### config.mk
export PLATFORM = sky130hd
export DESIGN_NAME = lru_block_buffer_cache
export DESIGN_NICKNAME = d
export VERILOG_FILES = /design/src/hw/rtl/lbc_pkg.sv /design/src/hw/rtl/lru_block_buffer_cache.sv
export SDC_FILE = /design/constraint.sdc
export NUM_CORES = 1
export LEC_CHECK = 0
export ABC_AREA = 1
export BUFFER_PORTS_ARGS = -buffer_cell sky130_fd_sc_hd__buf_4
export CAP_MARGIN = 5
export CORE_ASPECT_RATIO = 1.1
export CORE_MARGIN = 4
export CORE_UTILIZATION = 57
export DETAILED_ROUTE_END_ITERATION = 12
export PLACE_DENSITY = 0.85
export SETUP_SLACK_MARGIN = 0.1
export SKIP_LAST_GASP = 1
export SYNTH_ARGS = -nofsm -noshare
export SYNTH_HDL_FRONTEND = slang
export SYNTH_SLANG_ARGS = --single-unit
export TNS_END_PERCENT = 10
### constraint.sdc
create_clock -name i_clk -period 3.6 [get_ports i_clk]
set_clock_uncertainty 0.2 [all_clocks]
set_input_delay 0.72 -clock i_clk [delete_from_list [all_inputs] [get_ports i_clk]]
set_output_delay 0.72 -clock i_clk [all_outputs]
set_load 0.005 [all_outputs]
### src/hw/rtl/lbc_pkg.sv
package lbc_pkg;

    // buffer count and the number of entries actually used (entry fields are 4 bits)
    localparam int NUM_BUFFERS = 16;
    localparam int NB          = (NUM_BUFFERS > 16) ? 16 : NUM_BUFFERS;
    localparam int EW          = $clog2(NB);

    // field widths
    localparam int REQ_W  = 2;
    localparam int DEV_W  = 8;
    localparam int BLK_W  = 32;
    localparam int IDX_W  = 4;
    localparam int STAT_W = 3;
    localparam int CMD_W  = 2;
    localparam int TAG_W  = DEV_W + BLK_W;

    // request codes
    localparam logic [REQ_W-1:0] REQ_READ    = 2'd0;
    localparam logic [REQ_W-1:0] REQ_WRITE   = 2'd1;
    localparam logic [REQ_W-1:0] REQ_RELEASE = 2'd2;

    // status codes
    localparam logic [STAT_W-1:0] ST_HIT      = 3'd0;
    localparam logic [STAT_W-1:0] ST_MISS     = 3'd1;
    localparam logic [STAT_W-1:0] ST_RETRY    = 3'd2;
    localparam logic [STAT_W-1:0] ST_NO_FREE  = 3'd3;
    localparam logic [STAT_W-1:0] ST_NOT_HELD = 3'd4;

    // disk command codes
    localparam logic [CMD_W-1:0] IO_NONE  = 2'd0;
    localparam logic [CMD_W-1:0] IO_READ  = 2'd1;
    localparam logic [CMD_W-1:0] IO_WRITE = 2'd2;

    typedef logic [EW-1:0]  t_ptr;
    typedef logic [TAG_W-1:0] t_tag;

endpackage

### src/hw/rtl/lru_block_buffer_cache.sv
// Tag and control part of an LRU disk-block buffer cache. A request is taken when start is
// high and busy is low, and exactly one result comes back on o_valid for one cycle; the
// receiver cannot stall it, so it must take every result as it appears. A read request walks
// the tag store one entry per cycle through a single tag comparator fed from the tag memory's
// registered read port: it scans all NB entries (the first tag is fetched at the accepting
// edge), then picks and updates the entry in S_FIN, and the result is registered onto the
// ports. Write and release requests, and unknown codes, go through S_EXEC, whose result is
// registered onto the ports the same way. busy drops in the cycle the result appears, so the
// next request may be accepted then. A read that hits a held entry answers busy retry and
// the requester issues it again later; io_device and io_block are zero whenever no disk
// command is issued.
module lru_block_buffer_cache
    import lbc_pkg::*;
(
    input  logic              i_clk,
    input  logic              i_rst_n,
    input  logic              start,
    output logic              busy,
    input  logic [REQ_W-1:0]  i_req_type,
    input  logic [DEV_W-1:0]  i_device_id,
    input  logic [BLK_W-1:0]  i_block_number,
    input  logic [IDX_W-1:0]  i_entry_index,
    output logic              o_valid,
    output logic [STAT_W-1:0] o_status,
    output logic [IDX_W-1:0]  o_granted_entry,
    output logic [CMD_W-1:0]  o_io_command,
    output logic [DEV_W-1:0]  o_io_device,
    output logic [BLK_W-1:0]  o_io_block
);

    // sequencer states
    localparam logic [1:0] S_IDLE = 2'd0;
    localparam logic [1:0] S_SCAN = 2'd1;
    localparam logic [1:0] S_FIN  = 2'd2;
    localparam logic [1:0] S_EXEC = 2'd3;

    localparam t_ptr LAST_PTR = t_ptr'(NB - 1);

    logic [1:0]        r_state, n_state;
    t_ptr              r_ptr, n_ptr;
    logic [REQ_W-1:0]  r_req, n_req;
    logic [DEV_W-1:0]  r_dev, n_dev;
    logic [BLK_W-1:0]  r_blk, n_blk;
    logic [IDX_W-1:0]  r_idx, n_idx;
    logic              r_idx_ok, n_idx_ok;

    // per-entry state
    logic [NB-1:0]     r_present, n_present;
    logic [NB-1:0]     r_ebusy, n_ebusy;
    logic [NB-1:0]     r_evalid, n_evalid;
    logic [NB-1:0]     r_edirty, n_edirty;
    t_ptr              r_rank [NB];
    t_ptr              n_rank [NB];

    // scan candidates
    logic              r_hit_found, n_hit_found;
    t_ptr              r_hit_sel, n_hit_sel;
    t_ptr              r_hit_rank, n_hit_rank;
    logic              r_vic_found, n_vic_found;
    t_ptr              r_vic_sel, n_vic_sel;
    t_ptr              r_vic_rank, n_vic_rank;

    // result registers
    logic              r_valid, n_valid;
    logic [STAT_W-1:0] r_status, n_status;
    logic [IDX_W-1:0]  r_gnt, n_gnt;
    logic [CMD_W-1:0]  r_cmd, n_cmd;
    logic [DEV_W-1:0]  r_io_dev, n_io_dev;
    logic [BLK_W-1:0]  r_io_blk, n_io_blk;

    // tag memory, one registered read port
    t_tag              r_tag_mem [NB];
    t_tag              r_tag_q;
    logic              mem_we;
    t_ptr              mem_waddr;

    logic              in_range;
    logic              tag_match;
    logic              entry_free;

    assign in_range   = ({1'b0, i_entry_index} < 5'(NB));
    assign tag_match  = r_present[r_ptr] && (r_tag_q == {r_dev, r_blk});
    assign entry_free = !r_ebusy[r_ptr] && !r_edirty[r_ptr];

    // sequencer and entry update
    always_comb begin
        n_state     = r_state;
        n_ptr       = r_ptr;
        n_req       = r_req;
        n_dev       = r_dev;
        n_blk       = r_blk;
        n_idx       = r_idx;
        n_idx_ok    = r_idx_ok;
        n_present   = r_present;
        n_ebusy     = r_ebusy;
        n_evalid    = r_evalid;
        n_edirty    = r_edirty;
        n_rank      = r_rank;
        n_hit_found = r_hit_found;
        n_hit_sel   = r_hit_sel;
        n_hit_rank  = r_hit_rank;
        n_vic_found = r_vic_found;
        n_vic_sel   = r_vic_sel;
        n_vic_rank  = r_vic_rank;
        n_valid     = 1'b0;
        n_status    = r_status;
        n_gnt       = r_gnt;
        n_cmd       = r_cmd;
        n_io_dev    = r_io_dev;
        n_io_blk    = r_io_blk;
        mem_we      = 1'b0;
        mem_waddr   = r_vic_sel;

        unique case (r_state)
            S_IDLE: begin
                if (start) begin
                    n_req       = i_req_type;
                    n_dev       = i_device_id;
                    n_blk       = i_block_number;
                    n_idx       = i_entry_index;
                    n_idx_ok    = in_range;
                    n_hit_found = 1'b0;
                    n_vic_found = 1'b0;
                    if (i_req_type == REQ_READ) begin
                        n_ptr   = '0;
                        n_state = S_SCAN;
                    end else begin
                        n_ptr   = in_range ? i_entry_index[EW-1:0] : '0;
                        n_state = S_EXEC;
                    end
                end
            end

            // one entry per cycle through the shared tag comparator
            S_SCAN: begin
                if (tag_match && (!r_hit_found || r_rank[r_ptr] > r_hit_rank)) begin
                    n_hit_found = 1'b1;
                    n_hit_sel   = r_ptr;
                    n_hit_rank  = r_rank[r_ptr];
                end
                if (entry_free && (!r_vic_found || r_rank[r_ptr] < r_vic_rank)) begin
                    n_vic_found = 1'b1;
                    n_vic_sel   = r_ptr;
                    n_vic_rank  = r_rank[r_ptr];
                end
                if (r_ptr == LAST_PTR) begin
                    n_state = S_FIN;
                end else begin
                    n_ptr = r_ptr + t_ptr'(1);
                end
            end

            // read request outcome
            S_FIN: begin
                n_valid  = 1'b1;
                n_state  = S_IDLE;
                n_cmd    = IO_NONE;
                n_io_dev = '0;
                n_io_blk = '0;
                if (r_hit_found) begin
                    n_gnt = IDX_W'(r_hit_sel);
                    if (r_ebusy[r_hit_sel]) begin
                        n_status = ST_RETRY;
                    end else begin
                        n_status            = ST_HIT;
                        n_ebusy[r_hit_sel]  = 1'b1;
                        if (!r_evalid[r_hit_sel]) begin
                            n_evalid[r_hit_sel] = 1'b1;
                            n_cmd    = IO_READ;
                            n_io_dev = r_dev;
                            n_io_blk = r_blk;
                        end
                    end
                end else if (r_vic_found) begin
                    mem_we               = 1'b1;
                    n_present[r_vic_sel] = 1'b1;
                    n_ebusy[r_vic_sel]   = 1'b1;
                    n_evalid[r_vic_sel]  = 1'b1;
                    n_edirty[r_vic_sel]  = 1'b0;
                    n_status = ST_MISS;
                    n_gnt    = IDX_W'(r_vic_sel);
                    n_cmd    = IO_READ;
                    n_io_dev = r_dev;
                    n_io_blk = r_blk;
                end else begin
                    n_status = ST_NO_FREE;
                    n_gnt    = '0;
                end
            end

            // write, release and unknown requests
            S_EXEC: begin
                n_valid  = 1'b1;
                n_state  = S_IDLE;
                n_cmd    = IO_NONE;
                n_io_dev = '0;
                n_io_blk = '0;
                if (r_req != REQ_WRITE && r_req != REQ_RELEASE) begin
                    n_status = ST_NOT_HELD;
                    n_gnt    = '0;
                end else if (!r_idx_ok || !r_ebusy[r_ptr]) begin
                    n_status = ST_NOT_HELD;
                    n_gnt    = r_idx;
                end else if (r_req == REQ_WRITE) begin
                    n_evalid[r_ptr] = 1'b1;
                    n_edirty[r_ptr] = 1'b0;
                    n_status = ST_HIT;
                    n_gnt    = r_idx;
                    n_cmd    = IO_WRITE;
                    n_io_dev = r_tag_q[TAG_W-1:BLK_W];
                    n_io_blk = r_tag_q[BLK_W-1:0];
                end else begin
                    for (int i = 0; i < NB; i++) begin
                        if (r_rank[i] > r_rank[r_ptr]) begin
                            n_rank[i] = r_rank[i] - t_ptr'(1);
                        end
                    end
                    n_rank[r_ptr]  = LAST_PTR;
                    n_ebusy[r_ptr] = 1'b0;
                    n_status = ST_HIT;
                    n_gnt    = r_idx;
                end
            end

            default: begin
                n_state = S_IDLE;
            end
        endcase
    end

    // control and entry state registers
    always_ff @(posedge i_clk) begin
        if (!i_rst_n) begin
            r_state     <= S_IDLE;
            r_valid     <= 1'b0;
            r_present   <= '0;
            r_ebusy     <= '0;
            r_evalid    <= '0;
            r_edirty    <= '0;
            r_hit_found <= 1'b0;
            r_vic_found <= 1'b0;
            r_ptr       <= '0;
            for (int i = 0; i < NB; i++) begin
                r_rank[i] <= t_ptr'(i);
            end
        end else begin
            r_state     <= n_state;
            r_valid     <= n_valid;
            r_present   <= n_present;
            r_ebusy     <= n_ebusy;
            r_evalid    <= n_evalid;
            r_edirty    <= n_edirty;
            r_hit_found <= n_hit_found;
            r_vic_found <= n_vic_found;
            r_ptr       <= n_ptr;
            r_rank      <= n_rank;
        end
    end

    // payload registers
    always_ff @(posedge i_clk) begin
        r_req      <= n_req;
        r_dev      <= n_dev;
        r_blk      <= n_blk;
        r_idx      <= n_idx;
        r_idx_ok   <= n_idx_ok;
        r_hit_sel  <= n_hit_sel;
        r_hit_rank <= n_hit_rank;
        r_vic_sel  <= n_vic_sel;
        r_vic_rank <= n_vic_rank;
        r_status   <= n_status;
        r_gnt      <= n_gnt;
        r_cmd      <= n_cmd;
        r_io_dev   <= n_io_dev;
        r_io_blk   <= n_io_blk;
    end

    // tag memory, read address follows the next scan pointer
    always_ff @(posedge i_clk) begin
        if (mem_we) begin
            r_tag_mem[mem_waddr] <= {r_dev, r_blk};
        end
        r_tag_q <= r_tag_mem[n_ptr];
    end

    assign busy            = (r_state != S_IDLE);
    assign o_valid         = r_valid;
    assign o_status        = r_status;
    assign o_granted_entry = r_gnt;
    assign o_io_command    = r_cmd;
    assign o_io_device     = r_io_dev;
    assign o_io_block      = r_io_blk;

    // ranks stay a permutation of all entry positions
    logic [NB-1:0] rank_seen;
    always_comb begin
        rank_seen = '0;
        for (int i = 0; i < NB; i++) begin
            rank_seen[r_rank[i]] = 1'b1;
        end
    end

    a_rank_perm: assert property (@(posedge i_clk) disable iff (!i_rst_n)
        &rank_seen)
        else $error("recency ranks are not a permutation");

    a_busy_present: assert property (@(posedge i_clk) disable iff (!i_rst_n)
        (r_ebusy & ~r_present) == '0)
        else $error("held entry without a tag");

    a_result_after_work: assert property (@(posedge i_clk) disable iff (!i_rst_n)
        o_valid |-> $past(busy))
        else $error("result without a transaction in progress");

    a_no_cmd_zero: assert property (@(posedge i_clk) disable iff (!i_rst_n)
        (o_valid && o_io_command == IO_NONE) |-> (o_io_device == '0 && o_io_block == '0))
        else $error("disk fields set without a command");

    a_miss_reads: assert property (@(posedge i_clk) disable iff (!i_rst_n)
        (o_valid && o_status == ST_MISS) |-> (o_io_command == IO_READ))
        else $error("miss fill without a disk read");

endmodule
======== After elaboration in Yosys (flattened, before gate mapping) ========
Memories as Yosys holds them, arrays and structs flattened. A register that Yosys moved wholly into a read port is not among the register bits.
Index checks and enable logic that the tools add are counted.
storage, ports and cells
  register bits ........................... 248
  memory bits (writable) .................. 640
  word-level logic and storage cells ...... 326
  memories ................................ 1
cells by class
  add/sub/neg operators ................... 17
  $lt $le $gt $ge ......................... 26
  eq/ne operators ......................... 21
  mux-type cells .......................... 175
  bitwise gates (word level) .............. 16
  reduce and logical (&&, ||, !) cells .... 32
memories
  memory     words  width  rd ports  clocked after Yosys merged registers in  write ports  line                          RTL
  r_tag_mem  16     40     1         1                                        1            lru_block_buffer_cache.sv:72  t_tag r_tag_mem [NB];
operator list
  operator                                                    number
  2-to-1 mux 4 bit                                            89
  2-to-1 mux 16 bit                                           18
  2-to-1 mux 32 bit                                           7
  bitwise OR 16 bit                                           6
  one-hot mux 16 bit (2 select lines)                         3
  > comparator 4 bit                                          17
  bitwise OR 64 bit                                           1
  one-hot mux 32 bit (2 select lines)                         1
  subtractor 4 x 1 -> 4 bit, second input constant            16
  2-to-1 mux 8 bit                                            7
  AND 16 bit                                                  3
  equality test 40 bit                                        1
  inverter 16 bit                                             2
  inequality test 2 bit, second input constant                11
  binary-select mux 1 bit (select 4 bit)                      5
  2-to-1 mux 1 bit                                            20
  2-to-1 mux 2 bit                                            9
  binary-select mux 4 bit (select 4 bit)                      1
  demux 4 bit (select 4 bit)                                  1
  one-hot mux 4 bit (2 select lines)                          2
  one-hot mux 8 bit (2 select lines)                          1
  less-than comparator 4 x 5 -> 1 bit, second input constant  3
  demux 1 bit (select 4 bit)                                  3
  >= comparator 4 x 1 -> 1 bit, second input constant         3
  27 further kinds                                            57

======== Longest topological paths before layout ========
  depth in word-level cells ............... 11
  depth in mapped cells ................... 22
  depth with buffers taken out ............ 19

======== Worst setup path after synthesis ========
Ideal clock, no wire load.
  path kind ............................... flip-flop to flip-flop
  start point ............................. register r_hit_found
  end point ............................... memory r_tag_mem[10][0] (netlist name) (enable)
  setup time .............................. 439 ps
  arrival time ............................ 2866 ps
  path slack .............................. 95 ps
  cell stages (with the launch flop) ...... 8
  path buffers ............................ 2
  clock period less this slack ............ 3505 ps
  path through ............................ dfxtp_1 -> clkbuf_1 -> inv_1 -> nand2_1 -> inv_1 -> nand2_1 -> clkbuf_1 -> nor2_1
between the ends
  word-level cells in the longest chain between the ends .. 4
RTL lines
  what                                    line                           RTL
  start: declaration                      lru_block_buffer_cache.sv:56   logic r_hit_found, n_hit_found;
  start signal: assignment                lru_block_buffer_cache.sv:253  r_hit_found <= n_hit_found;
  2-to-1 mux 1 bit                        lru_block_buffer_cache.sv:160  if (r_hit_found) begin
  2-to-1 mux 1 bit                        lru_block_buffer_cache.sv:114  unique case (r_state)
  2-to-1 mux 1 bit                        lru_block_buffer_cache.sv:280  if (mem_we) begin
  2-to-1 mux 1 bit (not written as such)  lru_block_buffer_cache.sv:281  r_tag_mem[mem_waddr] <= {r_dev, r_blk};
  end: declaration                        lru_block_buffer_cache.sv:72
No other way between the ends.

======== Final worst setup path ========
  start point ............................. register r_ptr[1]
  end point ............................... register r_io_blk[5] (netlist: o_io_block[5]) (data pin)
between the ends
  word-level cells in the longest chain between the ends .. 5
RTL lines
  what                                    line                           RTL
  start: declaration                      lru_block_buffer_cache.sv:40   t_ptr r_ptr, n_ptr;
  start signal: assignment                lru_block_buffer_cache.sv:255  r_ptr <= n_ptr;
  binary-select mux 1 bit (select 4 bit)  lru_block_buffer_cache.sv:201  end else if (!r_idx_ok || !r_ebusy[r_ptr]) begin
  2-to-1 mux 1 bit (not written as such)  lru_block_buffer_cache.sv:201
  2-to-1 mux 32 bit                       lru_block_buffer_cache.sv:201
  2-to-1 mux 32 bit                       lru_block_buffer_cache.sv:198  if (r_req != REQ_WRITE && r_req != REQ_RELEASE) begin
  one-hot mux 32 bit (2 select lines)     lru_block_buffer_cache.sv:114
  via n_io_blk[5]                         lru_block_buffer_cache.sv:69   logic [BLK_W-1:0] r_io_blk, n_io_blk;
  end signal: assignment                  lru_block_buffer_cache.sv:275  r_io_blk <= n_io_blk;
  end: declaration                        lru_block_buffer_cache.sv:69
The timed path passes the listed nets, and every way through them passes these cells. The select of a mux whose other input is x is not followed.
A chain may end at the register's enable or synchronous reset.

==> results_dict.tcl <==
set metrics [dict create \
    worst_ir_drop_vdd_mv 0.355 \
    synth-xor-area-share_pct 0.853 \
    critPathSlowestCell "o21ai_0" \
    timing.final.crit_share_pct 92.4 \
    root_buffer "clkbuf_16" \
    ys.flop_type "edfxtp_1" \
    core-area_sq_um 71000 \
    total_power_w 0.0269 \
    drive_gt1_share_pct 9.66 \
    first_global_vias 30100 \
    grt_antenna_before_repair 1 \
    hp-class "input port to flip-flop" \
    cp-endpoint "o_io_block[5]$_DFFE_PP_" \
    dp_slack_ns 0.443 \
    antenna_violating_nets_post_route 0 \
    grt_setup_unrepaired "false" \
    synthSimpleGateAreaFrac_pct 12.4 \
    first_pass_iters 6 \
    slew_viol_final 0 \
    synth.area.mux_share_pct 0 \
    die_w_um 264 \
    routed_via_density 6.16 \
    finalWorstSetupSlack_ns 0.272 \
    finalHoldViolCount 0 \
    fmax_mhz 301 \
    dp_hpwl_um 66500 \
    power.density_nw_per_um2 578 \
    synth_top_family_by_area "compound AO/OA/AOI/OAI gates" \
    status "completed" \
    die_area_sq_um 76400 \
    initial_core_util_pct 57.9 \
    cap_violations 0 \
    synth_edf_count 751 \
    leakagePower_nw 17.9 \
    ctsLongestPathBuffers 3 \
    worstMarginPinSlew_ns 0.783 \
    worstPathArrival_ns 3.52 \
    cp.depth 12 \
    grt_start_max_net_pins 124 \
    hold_ws_ns 0.0155 \
    fin_crit_ns 3.33 \
    yosysMostFrequentCell "edfxtp_1" \
    cts.sinks 928 \
    r2r_slack_ns 0.27 \
    drc 0 \
    num_antenna_cells 0 \
    critPathRequiredTime_ns 3.80 \
    grt-ovfl-total 0 \
    crit_chain "inv_2, buf_4, a21oi_1, o21ai_0, nand2_1, nand2_1, nand2_1, nor2_2, nand2_1, nor2_2, inv_1, o21ai_0" \
    cp_top_family "buffers and inverters" \
    syn2layout_area_growth_pct 13.1 \
    drt_iter0_drc 4418 \
    grt_pass1_wl_um 173000 \
    avgSynthCellArea_sq_um 10.4 \
    r2r-end "o_io_block[5]$_DFFE_PP_" \
    fin_nets 4180 \
    pin_count 100 \
    place.gp.congestion 0.929 \
    critical_path.startpoint "r_ptr[1]$_SDFF_PN0_" \
    synth_top_area_share_pct 54.9 \
    cts_tree "built" \
    htreeDepth 3 \
    insertion_delay_ns 0.65 \
    crit_path_start_kind "flip-flop" \
    critical_path_class "flip-flop to flip-flop" \
    rows 102 \
    wl_um 114000 \
    cp.buffers_inverters 3 \
    synthesis.area_sq_um 41100 \
    r2r_cells 12 \
    clk_pin_slew_ns 0.06 \
    synthArstFlopShare_pct 0 \
    final_area_sq_um 46400 \
    num_vias 31100 \
    maxSlewHeadroom_pct 47.8 \
    post_synth_num_cell_types 44 \
    postCtsHoldBufs 0 \
    synthTopCellsByArea "edfxtp_1, dfxtp_1, nand2_1" \
    synthTopCellsByCount "edfxtp_1, nand2_1, inv_1" \
    ys_seq_area_share_pct 63.6 \
    synth_adder_area_share_pct 2.83 \
    ys.warnings.count 0 \
    io_buffers 99 \
    die_h_um 289 \
    reg2reg_from "r_ptr[1]$_SDFF_PN0_" \
    synth_nets 4082 \
    cts_buffers 93 \
    drt-wirelength-per-cell_um 22.6 \
    fill_cells 4996 \
    yosysTopAreaCell "edfxtp_1" \
    cp-end-kind "flip-flop" \
    cpMostUsedCell "nand2_1" \
    synth-seq-cells 928 \
    tns_ns 0 \
    cp_max_fo 21 \
    synth-compound-area-share_pct 12.5 \
    grtUsageTotal_pct 29.2 \
    syn_inst 3940 \
    max_stage_delay_ns 0.63 \
    setup_viol 0 \
    post_dp_cell_area_sq_um 43200 \
]
[layout make-up]
| class | count | area, sq um | area share [%] |
|---|---|---|---|
| tap | 936 | 1170 | 2.52 |
| inverter | 568 | 2140 | 4.60 |
| sequential | 928 | 26100 | 56.2 |
| multi-input combinational | 2243 | 11900 | 25.7 |
| clock inverter | 66 | 743 | 1.60 |
| clock buffer | 110 | 2460 | 5.30 |
| timing repair buffer | 204 | 1920 | 4.13 |
[worst reg2reg max path, delay by kind of cell (launching register included)]
family,cells,cell delay [ns]
buffers and inverters,3,1.00
AO/OA/AOI/OAI,3,0.78
AND/OR/NAND/NOR,6,0.77
flip-flops,1,0.33
[kinds of logic (layout without fill, tap and decap cells)]
logic type                 count (synthesis)  count (layout)
xor gates and xnor gates                  40              40
DFF                                      928             928
AOI/OAI and AO/OA                        906             906
and+or+nand+nor                         1204            1204
adders and majority gates                 93              93
buffers and inverters                    769             948
[state kept, by name (all words and copies together), names as in the netlist, 8 cells and up]
name / flops
o_io_block: 32
o_io_device: 8
r_blk: 32
r_dev: 8
r_ebusy: 16
r_edirty: 16
r_evalid: 16
r_present: 16
r_rank: 64
r_tag_mem: 640
r_tag_q: 40
[repair_timing]
item,CTS,global route
gates resized for setup,0,1
buffers inserted,0,3
setup endpoints to repair,0,2
[metrics by stage]
step,utilization [%],instances
floorplan,-,3940
global placement,60.9,4876
detailed placement,60.9,4876
CTS,65.4,5052
global route,65.5,5055
finish,65.5,5055
[where the power goes]
part	internal, W	leakage [nW]	switching (W)
registers	0.0120	8.25	0.000355
clock network	0.00581	1.56	0.00425
logic	0.00142	8.09	0.00300
total	0.0193	17.9	0.00760
[layout by cell type (no fill, tap or decap), types with 12 or more instances in the layout]
cell | synthesis | final
nand2_1 | 685 | 685
buf_4 | 9 | 173
clkinv_1 | 1 | 19
ha_1 | 93 | 93
nand3_1 | 312 | 312
nor2_1 | 129 | 112
edfxtp_1 | 751 | 751
o21ai_1 | 110 | 110
o211ai_1 | 171 | 171
a31oi_1 | 20 | 20
buf_12 | 0 | 31
o22ai_1 | 30 | 30
nor2_4 | 1 | 17
dfxtp_1 | 177 | 175
nand4_1 | 43 | 43
bufinv_16 | 0 | 12
o21ai_0 | 240 | 240
inv_1 | 562 | 559
clkbuf_16 | 0 | 94
o31ai_1 | 13 | 13
xor2_1 | 29 | 29
a21oi_1 | 299 | 299
clkinv_2 | 1 | 20
[layer usage]
layer	wire length (um)	part of all wire [%]	vias up	GRT usage [%]
met5	0	0	-	0
met4	6340	5.6	0	14.9
met3	13200	12	440	5.34
met2	54100	47	2127	48.1
met1	40500	35	14700	37.5
li1	-	-	13900	-
[worst min-delay path by stage]
stage	end	slack, ns	cells after the start	start
after detailed placement	r_edirty[14]$_SDFFE_PN0P_	0.24	2	r_edirty[14]$_SDFFE_PN0P_
after global placement	r_edirty[5]$_SDFFE_PN0P_	0.24	2	r_edirty[5]$_SDFFE_PN0P_
after floorplan	r_edirty[11]$_SDFFE_PN0P_	0.23	2	r_edirty[11]$_SDFFE_PN0P_
final	r_blk[25]$_DFFE_PP_	0.02	1	i_block_number[25]
after global routing	r_blk[21]$_DFFE_PP_	0.005	1	i_block_number[21]
after CTS	r_blk[25]$_DFFE_PP_	0.002	1	i_block_number[25]
Power figures use the tool's default switching activity.
